<file path="config.mk">
export PLATFORM = sky130hd
export DESIGN_NAME = tkds_ram
export DESIGN_NICKNAME = d
export VERILOG_FILES = /design/src/rtl/tkds_ram.sv
export SDC_FILE = /design/constraint.sdc
export NUM_CORES = 1
export LEC_CHECK = 0
export ABC_CLOCK_PERIOD_IN_PS = 2180
export BUFFER_PORTS_ARGS = -buffer_cell sky130_fd_sc_hd__buf_2
export CAP_MARGIN = 20
export CORE_MARGIN = 5
export CORE_UTILIZATION = 58
export DETAILED_ROUTE_END_ITERATION = 10
export MAX_ROUTING_LAYER = met4
export PLACE_DENSITY = 0.81
export SLEW_MARGIN = 10
export SYNTH_ARGS = -nofsm -noshare
export SYNTH_HDL_FRONTEND = slang
export SYNTH_SLANG_ARGS = --single-unit
</file>
<file path="constraint.sdc">
create_clock -name clk -period 2.18 [get_ports clk]
set_input_delay 0.109 -clock clk [delete_from_list [all_inputs] [get_ports clk]]
set_output_delay 0.109 -clock clk [all_outputs]
set_load 0.03 [all_outputs]
</file>
<file path="src/rtl/tkds_ram.sv">
// Generic single-write, single-read RAM with registered read data.
// Depends on nothing.
`default_nettype none

module tkds_ram #(
  parameter int WIDTH = 8,
  parameter int DEPTH = 64,
  localparam int AW = (DEPTH > 1) ? $clog2(DEPTH) : 1
) (
  input  wire logic             clk,
  input  wire logic             we,
  input  wire logic [AW-1:0]    waddr,
  input  wire logic [WIDTH-1:0] wdata,
  input  wire logic [AW-1:0]    raddr,
  output logic      [WIDTH-1:0] rdata
);

  logic [WIDTH-1:0] mem [DEPTH];

  always_ff @(posedge clk) begin
    if (we) begin
      mem[waddr] <= wdata;
    end
    rdata <= mem[raddr];
  end

endmodule

`default_nettype wire

</file>
# --- Word-level counts from Yosys, hierarchy flattened ---
# Memories as Yosys holds them, arrays and structs flattened. A register that Yosys moved wholly into a read port is not among the register bits.
# Cells that the tools add are included.
totals:
  mem_count: 1
  elab_cells: 3
  reg_bits: 0
  out_inout_bits: 8
  ramBits: 512
memory_table:
  columns: ["name", "depth", "word_bits", "rd", "rd_clocked_by_memory_dff", "wr", "line", "rtl"]
  rows:
  - ["mem", 64, 8, 1, 1, 1, "18", "logic [WIDTH-1:0] mem [DEPTH];"]
op_classes:
  muxes: 2
ops:
  columns: ["operator", "count"]
  rows:
  - ["two-way mux 1 bit", 2]

# --- Longest topological paths before layout ---
logic_depth:
  word_depth: 2
  mapped_depth: 9
  ltp_nobuf: 5

# --- Worst setup path before layout ---
# No wires, ideal clock.
synth_path:
  path_kind: "input to register"
  start: "in raddr[1]"
  end: "reg rdata[3] (read register of mem)"
  t_arrival_ns: 1.649
  n_path_buf: 3
  required_time_ns: 2.052
  stages: 7
  setup_time_ns: 0.128
  setup_slack_ns: 0.403
  cell_sequence: "buf_4 > buf_2 > buf_2 > mux4_2 > mux4_2 > o21ai_1 > o41ai_1"
synth_lines:
  columns: ["element", "line", "rtl"]
  rows:
  - ["start: declaration", "14", "input wire logic [AW-1:0] raddr,"]
  - ["end: declaration", "15", "output logic [WIDTH-1:0] rdata"]

==> results.py <==
metrics = {
    "run_status": {
        "status": "finished clean",
    },
    "cts": {
        "clk_path_buf_depth": 3,
        "clkLatencyLatePin_ns": 0.56,
        "cts.repair_timing.setup_buffer_count": 0,
        "cts.clk_slew.worst_paths_ns": 0.06,
        "cts_sinks": 520,
        "cts_resized": 0,
        "cts_tree": "yes",
        "root_buffer": "clkbuf_16",
        "h-tree-depth": 2,
        "cts_buffers": 48,
    },
    "drt": {
        "num_vias": 10300,
        "vias_per_cell": 6.51,
        "wl_um": 45700,
        "wl_met3_um": 4730,
        "topRoutingLayerUsed": "met4",
        "m1WireLength_um": 16500,
        "drc": 0,
        "wl_per_cell_um": 28.8,
        "ant_nets": 0,
        "drt_iter0_drc": 1351,
        "first_pass_iters": 5,
        "wl_met2_um": 22800,
    },
    "finish": {
        "nets": 1123,
        "area_growth_syn_to_layout_pct": 14.8,
        "fin_cells": 1589,
        "utilization": 0.672,
        "design_area_sq_um": 23200,
        "drive_gt1_frac": 0.316,
    },
    "worst_hold_path": {
        "worstHoldPathType": "input pin to flop",
        "hold_depth": 1,
    },
    "critical_path": {
        "slowest_stage": "a2111oi_0",
        "crit_chain": "mux4_2, nor2b_1, a2111oi_0, buf_4, o41ai_1",
        "cp_max_fo": 1,
        "cp.arrival_ns": 2.51,
        "startpoint_type": "flop",
        "max_stage_delay_ns": 0.66,
        "cp.required_ns": 2.61,
        "end_kind": "flop",
        "ff2ff_path_depth": 5,
        "path_class": "flop to flop",
    },
    "timing": {
        "setup_violations": 0,
        "hold_violations": 0,
        "setup_slack_ns": 0.102,
        "rsz0062_at_grt": "no",
        "min_period_ns": 2.08,
        "tightestPinTransition_ns": 0.927,
        "max_clock_freq_ghz": 0.481,
        "fin_worst_skew_ns": 0.0148,
        "report.final.slew_viol_count": 0,
        "period_share": 0.953,
        "whs_ns": 0.0659,
        "slew_headroom": 0.382,
    },
    "pwr": {
        "p_leak_nw": 7.50,
        "powerDensity_nw_per_um2": 870,
        "peakVddDrop_v": 0.000697,
    },
    "global_route": {
        "grt_max_degree": 50,
        "grt_usage": 0.250,
        "first_global_vias": 10700,
        "antenna_found_initial": 2,
        "grt_pass1_wl_um": 68700,
        "grt_overflow_total": 0,
    },
    "floorplanning": {
        "start_util": 0.585,
        "rows": 68,
        "num_io_pins": 30,
        "core_sq_um": 34500,
        "die_h_um": 196,
        "die_area_sq_um": 38600,
        "die_x_um": 196,
    },
    "logic_synthesis": {
        "ys_warn_count": 0,
        "synth_area_sq_um": 20200,
        "async_flop_share": 0,
        "synth_nets": 962,
        "yosysSeqAreaShare": 0.770,
        "synth_cell_types": 40,
        "synth_edf_count": 512,
        "ys_ff_latch": 520,
        "avgSynthCellArea_sq_um": 21.5,
        "syn_inst": 940,
        "ys.flop_type": "edfxtp_1",
    },
    "placed_design": {
        "gp_congestion": 0.864,
        "dpl-instance-area_sq_um": 21700,
        "post-place-ws_ns": -0.0951,
        "hpwl_um": 28800,
        "placedCellCount": 1505,
        "io_buffers": 29,
    },
    "run": {
        "drv_cap": 0,
    },
}
[cells in the mapped netlist (all sizes together) (2+ instances only)]
library cell	instances	share of area
a2111oi	2	0.00087
a211oi	4	0.0015
a21oi	3	0.00074
a221oi	6	0.0026
a22oi	3	0.0011
buf	34	0.013
clkbuf	17	0.0032
dfxtp	8	0.0079
edfxtp	512	0.76
mux2	13	0.0073
mux2i	23	0.011
mux4	126	0.14
nand2	19	0.0035
nand2b	7	0.0022
nand3	13	0.0032
nand3b	3	0.0011
nand4	2	0.00062
nor2	83	0.015
nor2b	14	0.0043
nor3	7	0.0017
nor4	2	0.00062
o2111ai	3	0.0013
o21a	2	0.00074
o21ai	4	0.00099
o221a	2	0.0011
o221ai	8	0.0035
o22ai	8	0.0025
o2bb2ai	3	0.0013
o32ai	2	0.00087
o41ai	2	0.00087
[final cells by class]
| type | instances | area, sq um |
|---|---|---|
| sequential | 520 | 15500 |
| tap | 455 | 569 |
| antenna | 2 | 5.00 |
| clock buffer | 73 | 1350 |
| timing repair buffer | 162 | 1270 |
| multi-input combinational | 369 | 4320 |
| clock inverter | 8 | 110 |
| fill | 2064 | 11300 |
[flip-flops by register name, summed over array words and instances, names as in the netlist]
register	flops
mem	512
rdata	8
[logic make-up after synthesis]
logic type / Yosys count / share of synthesized area
AO/OA/AOI/OAI: 54 / 0.0207
buffers and inverters: 51 / 0.0157
flip-flops: 520 / 0.770
multiplexers: 162 / 0.159
AND/OR/NAND/NOR: 153 / 0.0339
[power by group]
part | leakage, nW | switching [W] | total, W | internal, W
Sequential | 4.67 | 0.0000420 | 0.0111 | 0.0111
Combinational | 2.12 | 0.000686 | 0.00114 | 0.000456
Clock | 0.703 | 0.00332 | 0.00789 | 0.00457
[critical path, delay by kind of cell (launching register included)]
kind                   cells  cell delay (ns)
multiplexers               1             0.46
buffers and inverters      1             0.24
AO/OA/AOI/OAI              2             0.73
AND/OR/NAND/NOR            1             0.14
flip-flops                 1             0.38
[stage by stage]
| step | setup TNS (ns) | total power [W] |
|---|---|---|
| final | 0 | 0.0201 |
| after global routing | 0 | 0.0208 |
| after CTS | 0 | 0.0202 |
| after detailed placement | -0.0951 | 0.0124 |
| after global placement | 0 | 0.0124 |
| after floorplan | 0 | 0.0119 |
[repair_timing]
action | 4_1_cts | 5_1_grt
hold endpoints to repair | 5 | 0
hold buffers | 1 | 0
setup endpoints to repair | 0 | 0
[final timing paths]
path / start / to / slack (ns)
max: mem[2][3] / rdata[3] / 0.10
max reg2reg: mem[2][3] / rdata[3] / 0.10
min reg2reg: mem[26][4] / rdata[4] / 0.88
min: wdata[2] / mem[16][2] / 0.07
[routing by layer]
| metal | global-route usage | vias to the layer above |
|---|---|---|
| met2 | 0.396 | 616 |
| met5 | - | - |
| met1 | 0.329 | 5374 |
| li1 | - | 4235 |
| met3 | 0.0545 | 116 |
| met4 | 0.0846 | 0 |
[placed cells by master, fill, tap and decap left out, types with 3 or more instances in the layout]
| cell type | Yosys | final |
|---|---|---|
| o2111ai_1 | 3 | 3 |
| nand3_1 | 13 | 13 |
| a211oi_1 | 4 | 4 |
| nand2_1 | 19 | 19 |
| bufinv_16 | 0 | 3 |
| clkinv_1 | 0 | 4 |
| o22ai_1 | 8 | 8 |
| buf_12 | 2 | 9 |
| nor2_1 | 83 | 83 |
| nand3b_1 | 3 | 3 |
| clkbuf_1 | 17 | 21 |
| buf_4 | 13 | 125 |
| nor2b_1 | 14 | 14 |
| a22oi_1 | 3 | 3 |
| edfxtp_1 | 512 | 512 |
| nor3_1 | 7 | 7 |
| o221ai_1 | 8 | 8 |
| clkbuf_8 | 0 | 4 |
| mux2_2 | 13 | 13 |
| o2bb2ai_1 | 3 | 3 |
| mux2i_1 | 23 | 23 |
| clkbuf_16 | 0 | 49 |
| buf_2 | 11 | 26 |
| mux4_2 | 126 | 126 |
| nand2b_1 | 7 | 7 |
| a221oi_1 | 6 | 6 |
| dfxtp_1 | 8 | 8 |
| a21oi_1 | 3 | 3 |
No activity file was read; power rests on OpenSTA's default activity.
