File: src/rtl/tkds_pkg.sv
// Shared constants, codes and types for the top-K dot-product selector.
// Depends on nothing; every other file but tkds_ram imports it.
`default_nettype none

package tkds_pkg;

  localparam int VECTOR_LENGTH  = 64;
  localparam int LIST_SIZE      = 64;
  localparam int MAX_CANDIDATES = 32768;

  localparam int OP_W   = 2;
  localparam int ELEM_W = 8;
  localparam int IDX_W  = 15;
  localparam int ACC_W  = 22;
  localparam int OUT_W  = 21;
  localparam int PROD_W = 2 * ELEM_W;

  localparam int POS_W = (VECTOR_LENGTH > 1) ? $clog2(VECTOR_LENGTH) : 1;
  localparam int RD_W  = (LIST_SIZE > 1) ? $clog2(LIST_SIZE) : 1;

  localparam logic [OP_W-1:0] OP_TARGET = 2'd0;
  localparam logic [OP_W-1:0] OP_CAND   = 2'd1;
  localparam logic [OP_W-1:0] OP_READ   = 2'd2;

  localparam logic signed [ACC_W-1:0] ACC_MAX = ACC_W'((1 << (ACC_W - 1)) - 1);
  localparam logic signed [ACC_W-1:0] ACC_MIN = ~ACC_MAX;
  localparam logic signed [ACC_W-1:0] OUT_MAX = ACC_W'((1 << (OUT_W - 1)) - 1);
  localparam logic signed [ACC_W-1:0] OUT_MIN = ~OUT_MAX;

  typedef struct packed {
    logic                     valid;
    logic [IDX_W-1:0]         index;
    logic signed [ACC_W-1:0]  dot;
  } slot_t;

  // Command broadcast to every list cell.
  typedef struct packed {
    logic                     ins;
    logic                     clr;
    logic                     rot;
    logic [IDX_W-1:0]         idx;
    logic signed [ACC_W-1:0]  dot;
  } cell_cmd_t;

  // Element handed to the multiply-accumulate pipeline at acceptance.
  typedef struct packed {
    logic                     valid;
    logic                     is_cand;
    logic                     last;
    logic                     clr_list;
    logic [IDX_W-1:0]         idx;
    logic signed [ELEM_W-1:0] value;
    logic signed [ELEM_W-1:0] tgt;
  } mac_req_t;

endpackage

`default_nettype wire

File: src/rtl/tkds_cell.sv
// One rank slot of the sorted list: compares a new entry and shifts from its neighbor.
// Depends on tkds_pkg.
`default_nettype none

module tkds_cell import tkds_pkg::*; (
  input  wire logic      clk,
  input  wire logic      rst_n,
  input  wire cell_cmd_t cmd,
  input  wire slot_t     prev_slot,
  input  wire logic      prev_beats,
  input  wire slot_t     next_slot,
  output slot_t          slot,
  output logic           beats
);

  slot_t slot_r, slot_nxt;

  // The new entry ranks above this slot, or the slot is empty.
  assign beats = cmd.ins && (!slot_r.valid || (cmd.dot > slot_r.dot) ||
                 ((cmd.dot == slot_r.dot) && (cmd.idx < slot_r.index)));

  // Rotation moves every entry one slot toward the head of the row.
  always_comb begin
    slot_nxt = slot_r;
    if (cmd.clr) begin
      slot_nxt.valid = 1'b0;
    end else if (cmd.rot) begin
      slot_nxt = next_slot;
    end else if (prev_beats) begin
      slot_nxt = prev_slot;
    end else if (beats) begin
      slot_nxt = '{valid: 1'b1, index: cmd.idx, dot: cmd.dot};
    end
  end

  always_ff @(posedge clk) begin
    if (!rst_n) begin
      slot_r.valid <= 1'b0;
    end else begin
      slot_r.valid <= slot_nxt.valid;
    end
    slot_r.index <= slot_nxt.index;
    slot_r.dot   <= slot_nxt.dot;
  end

  assign slot = slot_r;

endmodule

`default_nettype wire

File: config.mk
export PLATFORM = sky130hd
export DESIGN_NAME = tkds_cell
export DESIGN_NICKNAME = d
export VERILOG_FILES = /design/src/rtl/tkds_pkg.sv /design/src/rtl/tkds_cell.sv
export SDC_FILE = /design/constraint.sdc
export NUM_CORES = 1
export LEC_CHECK = 0
export BUFFER_PORTS_ARGS = -buffer_cell sky130_fd_sc_hd__buf_4
export CAP_MARGIN = 20
export CORE_AREA = 2 2 82 84
export CTS_BUF_LIST = sky130_fd_sc_hd__clkbuf_4 sky130_fd_sc_hd__clkbuf_8
export CTS_CLUSTER_SIZE = 28
export DETAILED_ROUTE_END_ITERATION = 16
export DIE_AREA = 0 0 84 86
export PLACE_DENSITY = 0.94
export SETUP_SLACK_MARGIN = 0.4
export SLEW_MARGIN = 0
export SYNTH_ARGS = -nofsm -noshare
export SYNTH_HDL_FRONTEND = slang
export SYNTH_SLANG_ARGS = --single-unit
File: constraint.sdc
create_clock -name clk -period 5.7 [get_ports clk]
set_input_delay 0.57 -clock clk [delete_from_list [all_inputs] [get_ports clk]]
set_output_delay 0.57 -clock clk [all_outputs]
set_load 0.1 [all_outputs]
Word-level counts from Yosys, hierarchy flattened
Index checks and enable logic that the tools add are counted.
Operators by class
  order comparisons: 2
  equal/unequal tests: 1
  mux-type cells: 3
  bitwise logic cells: 2
  reductions and logical operators: 8
Operator list (number)
  $mux W38: 3
  $eq A22 B22 Y1: 1
  $gt A22 B22 Y1: 1
  $lt A15 B15 Y1: 1
  $reduce_bool A3 Y1: 1
  $logic_and A1 B1 Y1: 2
  $logic_or A1 B1 Y1: 2
  $not A1 Y1: 2
  $reduce_and A2 Y1: 1
  $reduce_or A2 Y1: 1
  $logic_not A1 Y1: 1
Word-level totals
  bits in registers: 38
  word-level logic and storage cells: 19

Depth between registers and ports, before layout
Gate-level depths: netlist of run 1.
  depth in word-level cells: 7
  gate-level depth with buffers: 8

Least setup slack after synthesis of run 1
OpenSTA, ideal clock, no wires.
  kind: register to register
  start: register slot_r, in the netlist slot[21]
  end: register slot_r, in the netlist slot[0] (enable)
  arrival time: 4.330 ns
  slack: 0.916 ns
  stages on the path, launching flop included: 9
  period minus slack after synthesis: 4.784 ns
  cell sequence: edfxtp_1 inv_1 ha_1 nand4_4 nor4_4 o31ai_1 a31oi_1 o211ai_1 a31oi_1
On the way
  cells in the longest elaborated chain, start to end: 6
Ends and longest elaborated chain
  from (decl): RTL line tkds_cell.sv:16  | slot_t slot_r, slot_nxt;
  $gt A22 B22 Y1 or $eq A22 B22 Y1 (tied branches): RTL line tkds_cell.sv:19, tkds_cell.sv:20
  $logic_or A1 B1 Y1 or $logic_and A1 B1 Y1 (tied branches): RTL line tkds_cell.sv:19, tkds_cell.sv:20
  $logic_or A1 B1 Y1 (*): RTL line tkds_cell.sv:19  | assign beats = cmd.ins && (!slot_r.valid || (cmd.dot > slot_r.dot) ||
  $logic_and A1 B1 Y1 (*): RTL line tkds_cell.sv:19
  $reduce_bool A3 Y1 (no source line) (*)
  $reduce_and A2 Y1 (no source line) (*)
Mark *: on every way between the ends. The rest lies on a longest branch, timed or not.
A chain may end at the register's enable or synchronous reset.

Worst setup path after layout of run 1
  start: input cmd[21] (netlist bit)
  end: output beats
On the way
  cells in the longest elaborated chain, start to end: 4
Ends and longest elaborated chain
  from (decl): RTL line tkds_cell.sv:8  | input wire cell_cmd_t cmd,
  $gt A22 B22 Y1 or $eq A22 B22 Y1 (tied branches): RTL line tkds_cell.sv:19, tkds_cell.sv:20
  $logic_or A1 B1 Y1 or $logic_and A1 B1 Y1 (tied branches): RTL line tkds_cell.sv:19, tkds_cell.sv:20
  $logic_or A1 B1 Y1 (*): RTL line tkds_cell.sv:19
  $logic_and A1 B1 Y1 (*): RTL line tkds_cell.sv:19
  to (decl): RTL line tkds_cell.sv:13  | output logic beats
Marked as above.

==> flow_summary.toml, run 1 <==
[cells_and_area]
finalNetCount = 611
final_area_um2 = 4240
fin_util = 0.676
final_layout_size_suffix_gt1_frac = 0.376
mostFrequentLayoutCells = "158 x buf_4, 45 x nand2_1, 42 x o21ai_0"
largest_reg_flops = 38
area_growth_pct = 46.1
diodes = 0
final_common_cell = "buf_4"

[grt]
grt_pass1_wl_mm = 13.1
grt_pass1_vias = 2972
grt_max_degree = 78
antenna_found_initial = 0
gr-usage-all-layers = 0.226
grt-ovfl-total = 0

[clock_tree]
numCtsBuffers = 5
clk_pin_slew_ns = 0.07
postCtsHoldBufs = 0
cts_tree = "done"
cts_root_buffer = "clkbuf_8"
cts_resized = 0
post_cts_buffers = 0
htreeDepth = 2
cts_buffer_depth = 2
cts_sinks = 38
clock_latency_ns = 0.29

[placement]
port_buffers = 157
dpl_cell_area_um2 = 4150
dp_hpwl_mm = 6.56
gp_congestion = 0.821

[drt]
via_per_inst = 5.19
highest_layer = "met4"
drcViolationCount = 0
wl_met2_mm = 4.32
avgRoutedWirePerCell_um = 14.9
dr_wl_met3_um = 571
num_vias = 2773
dr.pass1.iters = 4
wl_mm = 7.97
ant_nets = 0
wl_met1_mm = 2.92
first_iter_violations = 91

[synth]
ys_ff_latch = 38
synth.area.top_cells = "edfxtp_1 38%, ha_1 16%, mux2i_1 13%, o21ai_0 7.2%, nand2_1 5.8%"
synth_mux_area_frac = 0.127
yosys_warnings = 0
postSynthAreaPerCell_um2 = 9.56
synth_nets = 459
synth_top_area_cell = "edfxtp_1"
ys_seq_area_frac = 0.389
synthXorXnorAreaFrac = 0
yosysUniqueCellTypes = 31
synth_fa_ha_area_frac = 0.155
yosys.area_share.simple = 0.118
synth_compound_area_frac = 0.143
yosys.area.top_type_share = 0.382
netlist_area_um2 = 2910
syn_inst = 304
synth_top_family_by_area = "adder cells"

[die]
die_y_um = 86
die-area_um2 = 7220
fp.dieW_um = 84
start_util = 0.463
io_pins = 158
core_area_um2 = 6280
rows = 29

[sta]
setup_violations = 0
drv_slew = 0
fin_crit_ns = 3.15
finalHoldViolations = 0
worst_slew_pin_slew_ns = 0.675
rsz0062_at_grt = "no"
period_share = 0.553
clock.fmax_ghz = 0.317
clock_skew_ns = 0.00872
tns_ns = 0
max_slew_margin = 0.550

[worst_setup_path]
start_kind = "primary input"
crit_arrival_ns = 2.58
cp.required_ns = 5.13
critPathKind = "primary input to output port"
crit_fanout = 5
worstSetupEndpointType = "output port"

[worst_hold_path]
worstHoldPathType = "primary input to register"

[power]
p_total_uw = 947
p_leak_nw = 2.16
power.density_nw_per_um2 = 223
peakVddDrop_uv = 133

[outcome]
status = "completed"

[run]
drv_cap = 0
[metal layers]
| metal | track usage | up-vias |
|---|---|---|
| li1 | - | 1392 |
| met1 | 0.239 | 1265 |
| met2 | 0.428 | 101 |
| met3 | 0.0683 | 15 |
| met4 | 0.0733 | 0 |
| met5 | 0 | - |
[metrics by stage]
step	std cells	worst slack, ns	hold WS, ns
2_1_floorplan	304	0.916	0.646
3_3_place_gp	526	2.38	0.771
3_5_place_dp	526	2.28	0.776
4_1_cts	534	2.54	0.468
5_1_grt	534	2.41	0.462
6_report	534	2.55	0.473
[path summary, 6_finish.rpt]
check	startpoint	end	slack, ns	cells after the start
hold / removal	cmd[38]	slot[37]	0.47	2
hold reg to reg	slot[37]	slot[37]	0.88	6
setup reg to reg	slot[21]	slot[18]	2.65	9
setup / recovery	cmd[21]	beats	2.55	9
[cells by family (layout without fill, tap and decap cells)]
family,Yosys count,count (layout)
multiplexers,37,37
adder cells (fa/ha/maj),36,36
AND/OR/NAND/NOR,68,68
buffers and inverters,50,203
AO/OA/AOI/OAI,75,75
flip-flops,38,38
[Yosys cell counts]
library cell,n
dfxtp_1,1
nor3b_1,1
o31ai_2,1
o31ai_1,1
nand4_4,1
nand4_1,3
and4b_1,1
nand3_1,2
nor2_1,6
nand2b_1,1
o21ai_0,42
and4_1,1
a21o_1,2
a21oi_1,17
edfxtp_1,37
nand2_1,45
nor2b_1,2
buf_2,4
nand4_2,2
o211ai_1,2
clkbuf_1,9
mux2i_1,37
a31oi_1,3
o21a_1,5
a21boi_0,1
nor4_4,1
a22oi_1,1
and3_1,1
nor3_1,1
inv_1,37
ha_1,36
[report_power, final]
group | total, mW | internal [mW] | switching, mW
Sequential | 0.347 | 0.336 | 0.0116
Combinational | 0.408 | 0.136 | 0.272
Clock | 0.191 | 0.102 | 0.0892
Total | 0.947 | 0.574 | 0.373
[critical path: stages]
cell and delay [ns]:
buf_4 0.11, ha_1 0.38, nand4_4 0.17, nor4_4 0.36, o31ai_1 0.15, and4b_1 0.22
o211ai_1 0.27, nand2_1 0.10, buf_4 0.25
[layout make-up]
type / instances / area, um^2
Clock buffer: 7 / 90.1
Timing Repair Buffer: 158 / 1190
Inverter: 37 / 139
Clock inverter: 1 / 5.00
Multi-Input combinational cell: 216 / 1600
Tap cell: 77 / 96.3
Fill cell: 489 / 2030
Sequential cell: 38 / 1130
Power figures use the tool's default switching activity.
==> inputs of run 2 (changes only) <==
Settings changed: CORE_AREA 2 2 82 84 to 2 2 87 89, DIE_AREA 0 0 84 86 to 0 0 89 91, PLACE_DENSITY 0.94 to 0.89.
Clock period 5.7 ns to 2.55 ns, I/O delays scaled along.
==> run 2 against run 1 <==
Net effect:
- the flow now finishes with violations (negative setup slack)
- critical path depth up 2
- combinational power up 140%
- clock-buffer cell count down 1
- hold slack worse by 0.30 ns
- sequential share of layout area down 1.6 points
- non-clock buffer count up 12
- clock skew about the same
- routed wire length up 8.0%
- sequential power up 120%
- via count up 0.50%
- register-to-register slack worse by 2.7 ns
- setup slack worse by 2.6 ns
- largest cell class unchanged
- highest routed layer unchanged
==> flow_summary.toml, run 2 (same netlist as run 1, synthesis figures left out) <==
[drt]
via_per_inst = 4.91
num_vias = 2787
avgRoutedWirePerCell_um = 15.2
drcViolationCount = 0
wl_mm = 8.61
ant_nets = 0
first_iter_violations = 81
dr.pass1.iters = 4

[clock_tree]
cts_sinks = 38
cts_root_buffer = "clkbuf_8"
cts_buffer_depth = 2
clk_pin_slew_ns = 0.07
htreeDepth = 2
cts_tree = "done"
numCtsBuffers = 5
clock_latency_ns = 0.29

[cells_and_area]
fin_util = 0.634
final_area_um2 = 4520
final_layout_size_suffix_gt1_frac = 0.418
mostFrequentLayoutCells = "163 x buf_4, 45 x nand2_1, 42 x o21ai_0"
diodes = 0
nFillCells = 615
final_common_cell = "buf_4"
area_growth_pct = 55.7
fin_cells = 568
largest_reg_flops = 38
finalNetCount = 623
register_area_um2 = 1130
multi_input_area_um2 = 1690

[sta]
max_slew_margin = 0.665
fin_hold_ws_ns = 0.175
setup_slack_ns = -0.0888
finalHoldViolations = 0
clock_skew_ns = 0.00848
drv_slew = 0
period_share = 1.03
fin_crit_ns = 2.64
rsz0062_at_grt = "yes"
worst_slew_pin_slew_ns = 0.503
clock.fmax_ghz = 0.379
setup_violations = 38

[placement]
port_buffers = 157
dpl_cell_area_um2 = 4270
dp_hpwl_mm = 6.89
dp.cells = 551
gp_congestion = 0.767

[die]
rows = 31
core_area_um2 = 7140
io_pins = 158
start_util = 0.407
fp.dieW_um = 89
die_y_um = 91
die-area_um2 = 8100

[worst_hold_path]
worstHoldPathType = "primary input to register"

[grt]
grt_max_degree = 41
grt-ovfl-total = 0
gr-usage-all-layers = 0.207
grt_pass1_vias = 2801
grt_pass1_wl_mm = 13.1
antenna_found_initial = 0

[run]
drv_cap = 0

[worst_setup_path]
crit_arrival_ns = 2.64
critPathKind = "register to register"
crit_fanout = 13
cp.required_ns = 2.55
worstSetupEndpointType = "register"
start_kind = "register"

[outcome]
status = "finished, violations left"
violations = "negative setup slack"

[power]
p_leak_nw = 2.22
p_total_mw = 2.18
peakVddDrop_uv = 327
power.density_nw_per_um2 = 481
==> run 2: critical path, cell delays in order (launching register included) <==
cell,delay [ns]
edfxtp_1,0.38
inv_2,0.06
ha_4,0.26
nand4_4,0.15
nor4_4,0.36
nand4_2,0.16
o31ai_2,0.19
o211ai_1,0.13
buf_4,0.16
a31oi_4,0.20
buf_6,0.14
buf_12,0.14
==> run 2: where the power goes <==
part	leakage (nW)	total (mW)	internal [mW]	switching (mW)
registers	0.371	0.778	0.750	0.0275
logic	1.81	0.987	0.357	0.629
clock network	0.0460	0.411	0.199	0.212
total	2.22	2.18	1.31	0.869
==> run 2: layout make-up <==
class / instances / share of cell area
Multi-Input combinational cell: 216 / 0.373
Timing Repair Buffer: 170 / 0.300
Sequential cell: 38 / 0.250
Inverter: 37 / 0.0307
Tap cell: 99 / 0.0274
Clock buffer: 6 / 0.0169
Clock inverter: 2 / 0.00194
==> run 2: worst paths after layout <==
check / start / endpoint / slack, ns / cells past startpoint
worst max-delay path: slot[18] / slot[5] / -0.09 / 11
worst min-delay path: cmd[38] / slot[37] / 0.18 / 2
worst max register to register: slot[18] / slot[5] / -0.09 / 11
worst min register to register: slot[37] / slot[37] / 0.89 / 6
==> run 2: per-stage QoR <==
stage / setup TNS (ns) / worst slack, ns
floorplan: -33.43 / -0.884
global placement: 0 / 0.0583
detailed placement: -0.0619 / -0.00537
CTS: -2.83 / -0.0974
global route: -8.81 / -0.248
finish: -2.78 / -0.0888
==> run 2: what timing repair did <==
action | in CTS | in global routing
pin swaps | 7 | 3
cloned | 1 | 1
hold buffers | 0 | 0
gates resized for setup | 13 | 0
setup endpoints to repair | 38 | 38
buffers inserted | 5 | 2
==> run 2: metal layers <==
layer / part of all wire / global-route usage
met2: 0.55 / 0.398
met1: 0.38 / 0.229
met5: 0 / 0
met3: 0.063 / 0.0464
met4: 0.0042 / 0.0373
==> inputs of run 3 (changes only) <==
Settings changed: ABC_AREA set to 1, PLACE_DENSITY 0.89 to 0.9.
==> run 3 against run 2 <==
Net effect:
- the flow now finishes without violations
- combinational power about the same
- synthesized cell count increased by 31%
- via count is 18% higher
- sequential share of layout area is 1.2 points lower
- synthesized area is 1.9% higher
- non-clock buffer count increased by 4
- clock skew increased by 0.0035 ns
- highest routed layer unchanged
==> flow_summary.toml, run 3 <==
[sta]
max_slew_margin = 0.680
period_share = 0.905
fin_crit_ns = 2.31
clock.fmax_ghz = 0.434
setup_violations = 0
finalHoldViolations = 0
rsz0062_at_grt = "yes"
worst_slew_pin_slew_ns = 0.479
drv_slew = 0
clock_skew_ns = 0.0120

[cells_and_area]
diodes = 0
final_area_um2 = 4750
largest_reg_flops = 38
fin_cells = 663
register_area_um2 = 1130
final_common_cell = "buf_4"
mostFrequentLayoutCells = "164 x buf_4, 117 x nand2_1, 75 x nand3_1"
final_layout_size_suffix_gt1_frac = 0.394
finalNetCount = 718
area_growth_pct = 60.3
multi_input_area_um2 = 1720
nFillCells = 615

[die]
core_area_um2 = 7140
die-area_um2 = 8100
start_util = 0.415
io_pins = 158
die_y_um = 91
fp.dieW_um = 89
rows = 31

[synth]
synthXorXnorAreaFrac = 0
yosysUniqueCellTypes = 23
ys.flop_type = "edfxtp_1"
synth_async_sr_flop_share = 0
synth_mux_area_frac = 0
ys_seq_area_frac = 0.382
yosys_warnings = 0
synth_nets = 553
synth_edf_count = 37
synth.most_common_cell = "nand2_1"
yosys.area_share.simple = 0.332
synth_commonest_cells = "128 x nand2_1, 77 x nand3_1, 62 x inv_1, 37 x edfxtp_1, 36 x ha_1"
synth_compound_area_frac = 0.0330
syn_inst = 398
synth_top_family_by_area = "simple AND/OR/NAND/NOR gates"
postSynthAreaPerCell_um2 = 7.44
synth_fa_ha_area_frac = 0.152
ys_ff_latch = 38
yosys.area.top_type_share = 0.375
synth_top_area_cell = "edfxtp_1"
netlist_area_um2 = 2960
synth.area.top_cells = "edfxtp_1 38%, nand2_1 16%, ha_1 15%, nand3_1 13%, inv_1 7.9%"

[clock_tree]
clock_latency_ns = 0.29
cts_sinks = 38
postCtsHoldBufs = 0
clk_pin_slew_ns = 0.08
cts_root_buffer = "clkbuf_8"
htreeDepth = 2
cts_buffer_depth = 2
numCtsBuffers = 5
cts_tree = "done"

[power]
p_comb_frac = 0.459
p_total_mw = 2.22
peakVddDrop_uv = 250
internal_power_mw = 1.31
switchingPower_uw = 906
pwr-share-seq = 0.350
p_sw_frac = 0.409
p_clk_frac = 0.191
p_leak_nw = 2.44
power.density_nw_per_um2 = 467

[grt]
grt_max_degree = 40
antenna_found_initial = 0
grt_pass1_vias = 3293
gr-usage-all-layers = 0.233
grt_pass1_wl_mm = 14.7
grt-ovfl-total = 0

[worst_setup_path]
crit_fanout = 8
regToRegSetupSlack_ns = 0.24
crit_arrival_ns = 2.31
cp_cell_sequence = "inv_1 -> ha_4 -> a21oi_1 -> nand2_2 -> nand2_1 -> nand2_1 -> nand2_1 -> nand2_1 -> nand2_1 -> a21oi_2 -> nand2_2 -> nand2_4 -> a21oi_4 -> buf_12 -> clkbuf_16"
critPathKind = "register to register"
critPathBufInv = 3
cp.required_ns = 2.56
crit_path_frequent_cell = "nand2_1"
start_kind = "register"
crit_slowest_cell = "edfxtp_1"
worstSetupEndpointType = "register"
crit_path_max_incr_delay_ns = 0.41
crit_family = "simple AND/OR/NAND/NOR gates"

[placement]
dpl_cell_area_um2 = 4310
gp_congestion = 0.820
port_buffers = 157
dp.cells = 645
dp_hpwl_mm = 7.44

[drt]
first_iter_violations = 107
num_vias = 3296
dr.pass1.iters = 4
ant_nets = 0
drcViolationCount = 0
via_per_inst = 4.97
avgRoutedWirePerCell_um = 15.0
wl_mm = 9.93

[outcome]
status = "completed"

[worst_hold_path]
worstHoldPathType = "primary input to register"

[run]
drv_cap = 0
-- run 3: changes by cell type in the layout (fill, tap and decap cells not counted), moves of 7 or more --
cell     before  now
o21ai_0      42    1
nand3_1       2   75
nand2_2       0   12
a21oi_1      17   10
nand2_1      45  117
mux2i_1      37    0
inv_1        31   56
-- run 3: final timing paths --
| check | startpoint | endpoint | cells after the start |
|---|---|---|---|
| setup / recovery | slot[24] | slot[5] | 15 |
| setup reg to reg | slot[24] | slot[5] | 15 |
| hold reg to reg | slot[37] | slot[37] | 4 |
| hold / removal | cmd[38] | slot[37] | 2 |
-- run 3: layer usage --
layer / routed length (um) / track usage / up-vias
met5: 0 / 0 / -
met4: 105 / 0.0485 / 0
met3: 636 / 0.0518 / 13
met2: 5380 / 0.442 / 130
met1: 3810 / 0.259 / 1523
li1: - / - / 1630
-- run 3: stage by stage --
stage	util	TNS, ns	worst slack (ns)	hold WS, ns
2_1_floorplan	-	-19.95	-0.531	0.332
3_3_place_gp	0.604	0	0.314	0.462
3_5_place_dp	0.604	0	0.197	0.459
4_1_cts	0.636	0	0.182	0.138
5_1_grt	0.665	0	0.0636	0.135
6_report	0.665	0	0.243	0.147
-- run 3: power groups by stage --
stage               Sequential [mW]  Clock [mW]  Combinational (mW)
floorplan                      1.12           0               0.271
global placement              0.785           0               0.899
detailed placement            0.788           0               0.929
CTS                           0.775       0.429               0.967
global route                  0.781       0.454                1.08
finish                        0.775       0.424                1.02
-- run 3: logic make-up (layout without fill, tap and decap cells) --
group,Yosys count,after routing
AOI/OAI and AO/OA,17,17
adders and majority gates,36,36
buffers and inverters,78,244
DFF,38,38
and+or+nand+nor,229,229
-- run 3: area by class of cell --
cell class                 instances  share of cell area
sequential                        38               0.238
clock buffer                       6              0.0161
clock inverter                     2             0.00184
inverter                          62              0.0495
timing repair buffer             174               0.306
tap                               99              0.0261
multi-input combinational        282               0.362
-- run 3: repair_timing --
action | 4_1_cts | 5_1_grt
buffers inserted | 3 | 2
gates cloned | 2 | 3
setup endpoints to repair | 38 | 38
resized for setup | 14 | 27
pin swaps | 7 | 15
