File: src/rtl/tkds_pkg.sv
// Shared constants, codes and types for the top-K dot-product selector.
// Depends on nothing; every other file but tkds_ram imports it.
`default_nettype none

package tkds_pkg;

  localparam int VECTOR_LENGTH  = 64;
  localparam int LIST_SIZE      = 64;
  localparam int MAX_CANDIDATES = 32768;

  localparam int OP_W   = 2;
  localparam int ELEM_W = 8;
  localparam int IDX_W  = 15;
  localparam int ACC_W  = 22;
  localparam int OUT_W  = 21;
  localparam int PROD_W = 2 * ELEM_W;

  localparam int POS_W = (VECTOR_LENGTH > 1) ? $clog2(VECTOR_LENGTH) : 1;
  localparam int RD_W  = (LIST_SIZE > 1) ? $clog2(LIST_SIZE) : 1;

  localparam logic [OP_W-1:0] OP_TARGET = 2'd0;
  localparam logic [OP_W-1:0] OP_CAND   = 2'd1;
  localparam logic [OP_W-1:0] OP_READ   = 2'd2;

  localparam logic signed [ACC_W-1:0] ACC_MAX = ACC_W'((1 << (ACC_W - 1)) - 1);
  localparam logic signed [ACC_W-1:0] ACC_MIN = ~ACC_MAX;
  localparam logic signed [ACC_W-1:0] OUT_MAX = ACC_W'((1 << (OUT_W - 1)) - 1);
  localparam logic signed [ACC_W-1:0] OUT_MIN = ~OUT_MAX;

  typedef struct packed {
    logic                     valid;
    logic [IDX_W-1:0]         index;
    logic signed [ACC_W-1:0]  dot;
  } slot_t;

  // Command broadcast to every list cell.
  typedef struct packed {
    logic                     ins;
    logic                     clr;
    logic                     rot;
    logic [IDX_W-1:0]         idx;
    logic signed [ACC_W-1:0]  dot;
  } cell_cmd_t;

  // Element handed to the multiply-accumulate pipeline at acceptance.
  typedef struct packed {
    logic                     valid;
    logic                     is_cand;
    logic                     last;
    logic                     clr_list;
    logic [IDX_W-1:0]         idx;
    logic signed [ELEM_W-1:0] value;
    logic signed [ELEM_W-1:0] tgt;
  } mac_req_t;

endpackage

`default_nettype wire

File: src/rtl/tkds_mac.sv
// Two-stage multiply-accumulate pipeline that turns vector elements into list commands.
// Depends on tkds_pkg.
`default_nettype none

module tkds_mac import tkds_pkg::*; (
  input  wire logic      clk,
  input  wire logic      rst_n,
  input  wire mac_req_t  req,
  output cell_cmd_t      cmd,
  output logic           busy
);

  localparam logic signed [ACC_W:0] SUM_MAX = (ACC_W + 1)'(ACC_MAX);
  localparam logic signed [ACC_W:0] SUM_MIN = (ACC_W + 1)'(ACC_MIN);

  // Stage one: product register.
  logic                     s1_valid_r;
  logic                     s1_cand_r, s1_last_r, s1_clr_r;
  logic [IDX_W-1:0]         s1_idx_r;
  logic signed [PROD_W-1:0] s1_prod_r, s1_prod_nxt;

  // Stage two: accumulator and command register.
  logic signed [ACC_W-1:0]  acc_r, acc_nxt;
  logic                     ins_r, ins_nxt, clr_r, clr_nxt;
  logic [IDX_W-1:0]         idx_r;
  logic signed [ACC_W-1:0]  dot_r, dot_nxt;
  logic signed [ACC_W:0]    sum;
  logic signed [ACC_W-1:0]  sum_sat;

  assign s1_prod_nxt = req.value * req.tgt;

  always_ff @(posedge clk) begin
    if (!rst_n) begin
      s1_valid_r <= 1'b0;
    end else begin
      s1_valid_r <= req.valid;
    end
    s1_cand_r <= req.is_cand;
    s1_last_r <= req.last;
    s1_clr_r  <= req.clr_list;
    s1_idx_r  <= req.idx;
    s1_prod_r <= s1_prod_nxt;
  end

  always_comb begin
    sum = (ACC_W + 1)'(acc_r) + (ACC_W + 1)'(s1_prod_r);
    if (sum > SUM_MAX) begin
      sum_sat = ACC_MAX;
    end else if (sum < SUM_MIN) begin
      sum_sat = ACC_MIN;
    end else begin
      sum_sat = sum[ACC_W-1:0];
    end
    acc_nxt = acc_r;
    ins_nxt = 1'b0;
    clr_nxt = 1'b0;
    dot_nxt = sum_sat;
    if (s1_valid_r) begin
      if (s1_cand_r) begin
        acc_nxt = s1_last_r ? '0 : sum_sat;
        ins_nxt = s1_last_r &&
                  ((IDX_W + 17)'(s1_idx_r) < (IDX_W + 17)'(MAX_CANDIDATES));
      end else begin
        acc_nxt = '0;
        clr_nxt = s1_clr_r;
      end
    end
  end

  always_ff @(posedge clk) begin
    if (!rst_n) begin
      acc_r <= '0;
      ins_r <= 1'b0;
      clr_r <= 1'b0;
    end else begin
      acc_r <= acc_nxt;
      ins_r <= ins_nxt;
      clr_r <= clr_nxt;
    end
    idx_r <= s1_idx_r;
    dot_r <= dot_nxt;
  end

  assign cmd  = '{ins: ins_r, clr: clr_r, rot: 1'b0, idx: idx_r, dot: dot_r};
  assign busy = s1_valid_r | ins_r | clr_r;

endmodule

`default_nettype wire

File: config.mk
export PLATFORM = sky130hd
export DESIGN_NAME = tkds_mac
export DESIGN_NICKNAME = d
export VERILOG_FILES = /design/src/rtl/tkds_pkg.sv /design/src/rtl/tkds_mac.sv
export SDC_FILE = /design/constraint.sdc
export NUM_CORES = 1
export LEC_CHECK = 0
export ABC_AREA = 1
export BUFFER_PORTS_ARGS = -buffer_cell sky130_fd_sc_hd__buf_4
export CORE_MARGIN = 3
export CORE_UTILIZATION = 25
export DETAILED_ROUTE_END_ITERATION = 10
export SYNTH_ARGS = -nofsm -noshare
export SYNTH_HDL_FRONTEND = slang
export SYNTH_SLANG_ARGS = --single-unit
File: constraint.sdc
create_clock -name clk -period 4 [get_ports clk]
set_clock_uncertainty 0.15 [all_clocks]
set_input_delay 0 -clock clk [delete_from_list [all_inputs] [get_ports clk]]
set_output_delay 0 -clock clk [all_outputs]
set_load 0.005 [all_outputs]
# After elaboration in Yosys (flattened, before gate mapping)
# Index checks and enable logic that the tools add are counted.
[classes]
add_sub_neg = 1
mul = 1
magnitude_cmp = 2
n_mux = 4
n_bitwise = 4
n_reduce_logical = 2
[ops]
columns = ["op", "count"]
rows = [
  ["2-to-1 mux 22 bit", 4],
  ["adder 22 x 16 -> 23 bit", 1],
  ["greater-than comparator 23 x 22 -> 1 bit (second input constant)", 1],
  ["< comparator 23 x 22 -> 1 bit (second input constant)", 1],
  ["multiplier 8 x 8 -> 16 bit", 1],
  ["AND reduction 3 bit", 1],
  ["OR reduction 3 bit", 1],
  ["inverter 1 bit", 2],
  ["bitwise OR 1 bit", 2],
]
[totals]
regBits = 96
input_bits = 37
output_inout_bits = 41
wordCells = 25

# Depth between registers and ports, before layout
# Gate-level depths: netlist of the first run.
[logic_depth]
word_depth = 6
depth_mapped = 18
ltp_nobuf = 17

# Worst setup path before layout of the first run
# Ideal clock, no wire load.
[synth_timing]
path_kind = "in2reg"
from = "in req[7] (netlist bit)"
to = "reg s1_prod_r[12]"
setup_ns = 0.127
arrival_time_ns = 3.745
t_required_ns = 3.723
path_slack_ns = -0.021
stages = 15
path_buffers = 0
cell_sequence = "clkinv_1 -> or2_2 -> fa_1 -> fa_1 -> inv_1 -> fa_1 -> inv_1 -> fa_1 -> inv_1 -> ha_1 -> a21oi_1 -> o21ai_0 -> a21oi_1 -> o21ai_0 -> xor2_1"
[synth_via]
elab_chain_len = 1
[synth_lines]
columns = ["element", "line_no", "source"]
rows = [
  ["start: declaration", "tkds_mac.sv:8", "input wire mac_req_t req,"],
  ["multiplier 8 x 8 -> 16 bit", "tkds_mac.sv:30", "assign s1_prod_nxt = req.value * req.tgt;"],
  ["via s1_prod_nxt[12]", "tkds_mac.sv:20", "logic signed [PROD_W-1:0] s1_prod_r, s1_prod_nxt;"],
  ["end signal: assignment", "tkds_mac.sv:42", "s1_prod_r <= s1_prod_nxt;"],
  ["end: declaration", "tkds_mac.sv:20", ""],
]
# The timed path passes the listed nets, and every way through them passes these cells.
# A chain may end at the register's enable or synchronous reset.

# Worst setup path after layout of the first run
[layout_timing]
from = "in req[7] (netlist bit)"
to = "reg s1_prod_r[14]"
# The elaborated chain is that of the path after synthesis.

==> impl_metrics.ini, run 1 <==
[setup_path]
worstSetupPathType = input port to flip-flop
end_kind = flip-flop
crit_path_max_fanout = 8
crit_start = req[7]
critPathTopFamily = adder cells
crit_top_cell = fa_1
required_ns = 4.13
max_stage_delay_ns = 0.54
critPathBufInv = 6
start_kind = input port
cp_slowest_cell = fa_1
crit_path_cell_trace = buf_4 > clkinv_2 > buf_4 > or2_2 > fa_1 > inv_1 > fa_1 > inv_1 > fa_1 > fa_1 > inv_1 > ha_1 > nand2_1 > nor2_1 > nand3_1 > o2111ai_1 > xor2_1
r2r_start = s1_prod_r[15]$_DFF_P_
worst_ep_arrival_time_ns = 3.81

[die]
fp.dieH_microns = 170
die-area_sq_mm = 0.0288
fp.dieW_microns = 170
rows = 59
core_sq_mm = 0.0262
start_util = 0.256
pin_count = 78

[clock_tree]
clock-sinks = 96
cts_buffers = 9
cts_resized = 0
clk_pin_slew_ns = 0.07
cts_setup_buffers = 0
cts.path.max_buffers = 2
ctsHoldBuffers = 27
htreeDepth = 3
cts_tree = done
clk-insertion-delay-late_ns = 0.36
cts_root_buf = clkbuf_16

[sta]
min_period_over_period = 0.918
tns_ns = 0
setup_viol = 0
hold_viol_final = 0
period_needed_ns = 3.67
max_slew_margin = 0.438
slew_viol_final = 0
max_freq_mhz = 272
rsz0062_at_grt = false
worst_pin_slew_ns = 0.842

[placed_design]
dpl.hpwl_microns = 11600
place.port_buffers = 76
dpl_cell_area_sq_mm = 0.00761
routabilityCongestion = 0.908
dpl.cell_count = 1260

[cells_and_area]
fin_cells = 1303
final_area_sq_mm = 0.00820
multi_input_area_sq_mm = 0.00396
antenna_cells = 0
nNetsFinal = 1107
synthToLayoutAreaGrowth_pct = 22.3
fill_cells = 2789
drive_gt1_frac = 0.167
seqCellArea_sq_mm = 0.00192

[worst_hold_path]
hold_path.startpoint = req[30]
hp-class = input port to flip-flop

[synth]
synth-seq-cells = 96
synth.most_common_cell = nand2_1
post-synth-top-area-cell = dfxtp_1
synth_edf_count = 0
synth_area_sq_mm = 0.00670
synthCells = 868
synth-main-ff-cell = dfxtp_1
ys_top_cells_by_area = dfxtp_1, fa_1, nand2_1
yosys_warnings = 0
syn_nets = 1012
avgSynthCellArea_sq_um = 7.72
seq_area_frac_synth = 0.287
yosysUniqueCellTypes = 38
synth_top_area_share = 0.287
synthArstFlopShare = 0
netlist_top_cells_count = nand2_1, inv_1, dfxtp_1, fa_1, ha_1

[global_routing]
grt_use_total = 0.103
overflow = 0
grt_max_degree = 26
grt_pass1_wl_microns = 24500
met3_usage = 0.0156
busiest_layer = met2
grtUsageMet2 = 0.174
grt_pass1_vias = 5212
antenna_found_initial = 0
grtUsageMet1 = 0.135

[flow_run]
cap_violations = 0

[detailed_routing]
routed_wl_microns = 14700
via_per_inst = 4.10
num_vias = 5347
wire_per_inst_microns = 11.2
firstDrtPassIters = 6
drt_iter0_markers = 195
remaining_drc_errors = 0
ant_nets = 0

[power_and_ir_drop]
p_leak_nw = 4.34
power-per-cell-area_mw_per_mm2 = 616
vdd_drop_max_mv = 0.243

[run_status]
status = finished clean
## registers in the layout, summed over array words and instances, names as in the netlist, 15 cells and up
signal,flops
acc_r,22
dot_r,22
idx_r,15
s1_idx_r,15
s1_prod_r,16
## cells in the final DEF (no fill, tap or decap), types with 2 or more instances in the layout
cell type      instances
nand2_1              238
inv_1                174
dfxtp_1               96
buf_4                 86
fa_1                  56
ha_1                  51
a21oi_1               46
nand2_2               45
nor2_1                35
dlygate4sd3_1         27
nand3_1               20
xor2_1                16
xnor2_1               10
clkbuf_16              9
nand4_1                8
nor3_1                 7
o21bai_1               5
a21oi_2                4
o21ai_0                4
or2_2                  3
inv_8                  3
clkinv_8               3
o31ai_1                2
o2111ai_1              2
nand2_4                2
inv_2                  2
and2_1                 2
## per-layer routing
metal / up-vias / wire length (microns)
met5: - / 0
li1: 2780 / -
met2: 78 / 6820
met1: 2474 / 7190
met4: 0 / 206
met3: 15 / 436
## final cells by class
type	count	share of cell area
multi-input cells	566	0.483
inverters	177	0.0812
repair buffers	113	0.112
clock inverters	7	0.0111
well taps	335	0.0511
flip-flops and latches	96	0.234
clock buffers	9	0.0275
## worst paths after layout
path | slack, ns | end | depth (start not counted)
hold / removal | 0.13 | s1_idx_r[14]$_DFF_P_ | 2
setup / recovery | 0.33 | s1_prod_r[14]$_DFF_P_ | 17
setup reg to reg | 1.07 | acc_r[14]$_SDFFE_PN0P_ | 13
hold reg to reg | 0.18 | idx_r[0]$_DFF_P_ | 0
## through the flow
stage | total power [mW] | setup slack [ns] | hold WS (ns) | util
6_report | 5.05 | 0.327 | 0.133 | 0.313
5_1_grt | 5.55 | 0.104 | 0.122 | 0.313
4_1_cts | 5.14 | 0.308 | 0.119 | 0.313
3_5_place_dp | 4.21 | -0.0686 | -0.0446 | 0.290
3_3_place_gp | 4.15 | -0.00307 | -0.0455 | 0.290
2_1_floorplan | 3.45 | 0.0109 | -0.122 | -
## cell families (layout without fill, tap and decap cells)
family / count (synthesis) / count (layout) / share of synthesized area
AND/OR/NAND/NOR: 367 / 367 / 0.238
XOR/XNOR: 26 / 26 / 0.0340
other: 1 / 1 / 0.000559
flip-flops: 96 / 96 / 0.287
buffers and inverters: 206 / 306 / 0.124
adder cells (fa/ha/maj): 107 / 107 / 0.262
AO/OA/AOI/OAI: 65 / 65 / 0.0547
## power by group
part / total, mW / internal, mW / switching (mW)
logic: 2.85 / 1.19 / 1.66
clock network: 0.889 / 0.453 / 0.436
registers: 1.31 / 1.21 / 0.0937
total: 5.05 / 2.85 / 2.19
Note: power is estimated with default switching activity, not from simulation.
==> run 2: changes to the inputs <==
- clock period: 4 -> 3.45 ns (I/O delays scaled with it)
==> run 2 against run 1 <==
Against the previous run: core utilization up 1.7 points; die area is the same; flip-flop and latch count unchanged; non-clock buffer count up 27; hold slack lost 0.082 ns; setup slack got worse by 0.16 ns; largest cell class unchanged; via count increased by 1.9%; global-route usage rose by 0.65 points; first-iteration DRC count up 33%; routed wire length rose by 3.2%; sequential power rose by 15%.
==> impl_metrics.ini, run 2 (synthesis gave the netlist of run 1 again) <==
[worst_hold_path]
hp-class = input port to flip-flop

[run_status]
status = finished clean

[setup_path]
cp_slowest_cell = fa_1
worstSetupPathType = input port to flip-flop
end_kind = flip-flop
start_kind = input port
critPathBufInv = 6
crit_path_cell_trace = buf_4 > nand2_1 > inv_1 > fa_1 > inv_1 > fa_1 > inv_1 > fa_1 > inv_1 > fa_1 > inv_2 > ha_4 > nand2_2 > nor2_4 > a21oi_2 > o21bai_1 > a21oi_2 > xnor2_1
max_stage_delay_ns = 0.53
crit_path_max_fanout = 8
required_ns = 3.53
critPathTopFamily = adder cells
worst_ep_arrival_time_ns = 3.36

[cells_and_area]
synthToLayoutAreaGrowth_pct = 29.0
nNetsFinal = 1134
drive_gt1_frac = 0.234
fin_cells = 1330
antenna_cells = 0
reg.largest.list = acc_r x22, dot_r x22, s1_prod_r x16
final_common_cell = nand2_1
final_cell_mix = nand2_1, inv_1, buf_4

[sta]
min_period_over_period = 0.951
max_freq_mhz = 305
worst_slack_ns = 0.169
slew_viol_final = 0
hold_viol_final = 0
setup_viol = 0
period_needed_ns = 3.28
max_slew_margin = 0.440
worst_pin_slew_ns = 0.838

[die]
start_util = 0.256
fp.dieH_microns = 170
rows = 59
die-area_sq_mm = 0.0288
pin_count = 78
fp.dieW_microns = 170
core_sq_mm = 0.0262

[detailed_routing]
ant_nets = 0
wire_per_inst_microns = 11.4
remaining_drc_errors = 0
drt_iter0_markers = 259
num_vias = 5450
firstDrtPassIters = 5
routed_wl_microns = 15100
via_per_inst = 4.10

[clock_tree]
cts_setup_buffers = 0
clock-sinks = 96
htreeDepth = 3
clk-insertion-delay-late_ns = 0.34
clk_pin_slew_ns = 0.07
cts_tree = done
cts.path.max_buffers = 2
cts_buffers = 9
cts_root_buf = clkbuf_16

[power_and_ir_drop]
power-per-cell-area_mw_per_mm2 = 768
p_sw_frac = 0.424
switchingPower_mw = 2.82
internal_power_mw = 3.82
vdd_drop_max_mv = 0.331
p_leak_nw = 4.49
seqPwrFrac = 0.228
p_clk_frac = 0.149
pwr-share-comb = 0.623

[global_routing]
grt_pass1_vias = 5540
grt_pass1_wl_microns = 26400
grt_max_degree = 26
grt_use_total = 0.110
overflow = 0
antenna_found_initial = 0

[placed_design]
place.port_buffers = 76
routabilityCongestion = 0.865
dpl.hpwl_microns = 12200
dpl.cell_count = 1288
dp_slack_ns = -0.269

[flow_run]
cap_violations = 0
[run 2: tightest hold or removal path: stages]
cell	delay, ns
buf_4	0.15
buf_4	0.13
nand2_1	0.06
inv_1	0.05
ha_1	0.12
[run 2: path summary, 6_finish.rpt]
check	from	to	slack (ns)	cells after the start
max	req[13]	s1_prod_r[13]$_DFF_P_	0.17	18
max reg2reg	s1_prod_r[15]$_DFF_P_	acc_r[7]$_SDFFE_PN0P_	0.67	14
min	req[2]	s1_prod_r[2]$_DFF_P_	0.05	5
min reg2reg	s1_idx_r[14]$_DFF_P_	idx_r[14]$_DFF_P_	0.17	0
[run 2: cell type report]
cell class,count,area (sq um)
clock buffers,9,225
inverters,177,672
well taps,335,419
repair buffers,140,1130
clock inverters,7,72.6
multi-input cells,566,4210
fillers,2740,17600
flip-flops and latches,96,1920
[run 2: per-layer routing]
metal	vias up	GRT usage	part of all wire
li1	2834	-	-
met1	2545	0.146	0.49
met2	67	0.190	0.48
met3	4	0.0161	0.029
met4	0	0.0231	0.0050
met5	-	0	0
[run 2: what timing repair did]
action / in CTS / in global routing
setup endpoints to repair: 0 / 4
hold endpoints to repair: 23 / 0
hold buffers: 26 / 0
gates resized for setup: 0 / 6
[run 2: power by group through the flow]
stage / registers, mW / clock network (mW) / logic [mW]
4_1_cts: 1.52 / 1.02 / 4.17
6_report: 1.51 / 0.986 / 4.14
3_5_place_dp: 1.55 / 0 / 4.12
3_3_place_gp: 1.55 / 0 / 4.07
2_1_floorplan: 1.52 / 0 / 2.97
5_1_grt: 1.54 / 1.06 / 4.69
[run 2: per-stage QoR]
step / hold slack, ns / utilization / setup TNS, ns / power, mW / instance area (sq um)
3_3_place_gp: -0.0454 / 0.308 / -1.21 / 5.61 / 8070
5_1_grt: 0.0647 / 0.330 / -0.00221 / 7.30 / 8650
2_1_floorplan: -0.122 / - / -0.116 / 4.49 / 7050
4_1_cts: 0.0289 / 0.329 / 0 / 6.71 / 8630
6_report: 0.0509 / 0.330 / 0 / 6.64 / 8650
3_5_place_dp: -0.0444 / 0.308 / -1.54 / 5.67 / 8070
==> run 3: changes to the inputs <==
- ABC_AREA: 1 -> 0
==> run 3 against run 2 <==
Against the previous run: the run now ends with negative setup slack left; routed wire length shrank 8.4%; combinational power shrank 8.7%; via count shrank 13%; die area shrank 7.6%; largest cell class unchanged; hold slack lost 0.048 ns; count of clock-buffer cells in the layout grew 1.
==> impl_metrics.ini, run 3 <==
[run_status]
status = finished with violations
failed_checks = negative setup slack

[sta]
max_freq_mhz = 289
worst_slack_ns = -0.00640
slew_viol_final = 0
min_period_over_period = 1.00
setup_viol = 1
hold_ws_ns = 0.00305
hold_viol_final = 0
rsz0062_at_grt = true
period_needed_ns = 3.46

[setup_path]
r2r_start = s1_prod_r[15]$_DFF_P_
required_ns = 3.56
start_kind = input port
reg2reg_to = acc_r[9]$_SDFFE_PN0P_
ff2ff_path_depth = 8
crit_path_max_fanout = 6
crit_start = req[5]
end_kind = flip-flop
worstSetupPathType = input port to flip-flop
reg2reg_slack_ns = 0.29
worst_ep_arrival_time_ns = 3.57

[worst_hold_path]
hp-class = input port to flip-flop
hold_path.startpoint = req[2]
hold_depth = 4
hold_path_end = s1_prod_r[2]$_DFF_P_

[detailed_routing]
highest_layer = met4
wl_met2_microns = 7180
via_per_inst = 4.22
ant_nets = 0
wire_per_inst_microns = 12.3
num_vias = 4760
wl_met1_microns = 6090
dr_wl_met3_microns = 429
remaining_drc_errors = 0
drt_iter0_markers = 243
firstDrtPassIters = 4
routed_wl_microns = 13900

[clock_tree]
cts_tree = done
cts_root_buf = clkbuf_16
clk_pin_slew_ns = 0.07
htreeDepth = 3
clock-sinks = 96
clk-insertion-delay-late_ns = 0.35
cts.path.max_buffers = 2
cts_buffers = 9

[synth]
yosysUniqueCellTypes = 58
syn_nets = 797
post-synth-top-area-cell = dfxtp_1
seq_area_frac_synth = 0.311
synthCells = 653
avgSynthCellArea_sq_um = 9.45
synthArstFlopShare = 0
netlist_top_cells_count = dfxtp_1, inv_1, fa_1, nand2_1
synth_edf_count = 0
synth_area_sq_mm = 0.00617
synth-seq-cells = 96
synth.most_common_cell = dfxtp_1
yosys_warnings = 0
synth_top_area_share = 0.311
synth-main-ff-cell = dfxtp_1
ys_top_cells_by_area = dfxtp_1, fa_1, ha_1

[power_and_ir_drop]
vdd_drop_max_mv = 0.490
switchingPower_mw = 2.47
p_clk_frac = 0.169
total_power_mw = 6.40
power-per-cell-area_mw_per_mm2 = 767
seqPwrFrac = 0.239
p_sw_frac = 0.386
p_leak_nw = 3.81
internal_power_mw = 3.93
pwr-share-comb = 0.592

[cells_and_area]
antenna_cells = 0
reg.largest.list = acc_r x22, dot_r x22, s1_prod_r x16
final_area_sq_mm = 0.00834
synthToLayoutAreaGrowth_pct = 35.1
final_common_cell = buf_4
final_cell_mix = buf_4, dfxtp_1, inv_1
fin_cells = 1128
fill_cells = 2445
drive_gt1_frac = 0.278
nNetsFinal = 948

[placed_design]
dpl.hpwl_microns = 11000
dp_slack_ns = -0.462
place.port_buffers = 76
dpl_cell_area_sq_mm = 0.00749
dpl.cell_count = 1077
routabilityCongestion = 0.817

[flow_run]
cap_violations = 0

[die]
fp.dieH_microns = 163
die-area_sq_mm = 0.0266
rows = 56
core_sq_mm = 0.0239
start_util = 0.258
fp.dieW_microns = 163
pin_count = 78

[global_routing]
antenna_found_initial = 0
overflow = 0
grt_pass1_vias = 4922
grt_use_total = 0.110
grt_pass1_wl_microns = 23500
grt_max_degree = 22
## run 3: cell types whose count changed in the layout (fill, tap and decap cells not counted), sizes merged, moves of 9 or more
cell / before / now
xnor2: 10 / 25
and2: 2 / 41
nor2: 37 / 51
inv: 181 / 94
a21oi: 50 / 36
nand2b: 0 / 9
xor2: 16 / 6
buf: 114 / 132
o21ai: 4 / 34
nand2: 285 / 56
nand3: 20 / 11
## run 3: cells by family after synthesis
| group | synth area share |
|---|---|
| AO/OA/AOI/OAI | 0.122 |
| XOR/XNOR | 0.0440 |
| adder cells (fa/ha/maj) | 0.287 |
| buffers and inverters | 0.0758 |
| flip-flops | 0.311 |
| other | 0.000607 |
| AND/OR/NAND/NOR | 0.160 |
## run 3: worst max path at each step
stage / end / cells after the start / slack (ns)
6_report: s1_prod_r[13]$_DFF_P_ / 15 / -0.006
5_1_grt: s1_prod_r[14]$_DFF_P_ / 17 / -0.15
4_1_cts: s1_prod_r[14]$_DFF_P_ / 17 / -0.00007
3_5_place_dp: s1_prod_r[14]$_DFF_P_ / 16 / -0.46
3_3_place_gp: s1_prod_r[14]$_DFF_P_ / 16 / -0.34
2_1_floorplan: s1_prod_r[14]$_DFF_P_ / 17 / -0.06
## run 3: routing by layer
metal | global-route usage | vias to the layer above
li1 | - | 2420
met3 | 0.0236 | 11
met1 | 0.134 | 2278
met5 | 0 | -
met2 | 0.200 | 51
met4 | 0.0215 | 0
## run 3: metrics by stage
stage | TNS, ns | util
final | -0.00640 | 0.349
after global routing | -0.403 | 0.349
after CTS | -0.0000666 | 0.343
after detailed placement | -2.08 | 0.314
after global placement | -1.69 | 0.314
after floorplan | -0.0913 | -
## run 3: power groups by stage
stage	Combinational, mW	Sequential [mW]	Clock [mW]
final	3.78	1.53	1.08
after global routing	4.27	1.55	1.16
after CTS	3.61	1.53	1.12
after detailed placement	3.45	1.56	0
after global placement	3.38	1.56	0
after floorplan	2.34	1.52	0
## run 3: cell type report
class	count	area [sq um]	share of cell area
inverter	94	357	0.0427
clock inverter	6	90.1	0.0108
clock buffer	10	239	0.0286
sequential	96	1920	0.230
timing repair buffer	155	1290	0.154
tap	319	399	0.0478
multi-input combinational	448	4050	0.485
## run 3: worst max-delay path, cell delays in order
cell and delay [ns]:
buf_4 0.14, buf_4 0.13, and2_1 0.16, fa_1 0.56, fa_1 0.43, fa_1 0.49, inv_1 0.05, fa_1 0.49
inv_1 0.06, ha_4 0.21, and2_4 0.16, o21a_1 0.18, a41oi_2 0.20, nor2b_4 0.19, xnor2_2 0.11
## run 3: timing repair
action                                 4_1_cts  5_1_grt
buffers inserted                             8        4
setup endpoints to repair                    3        5
pin swaps                                   20       32
endpoints found under the hold margin       24        0
hold buffers                                23        0
gates resized for setup                     19       32
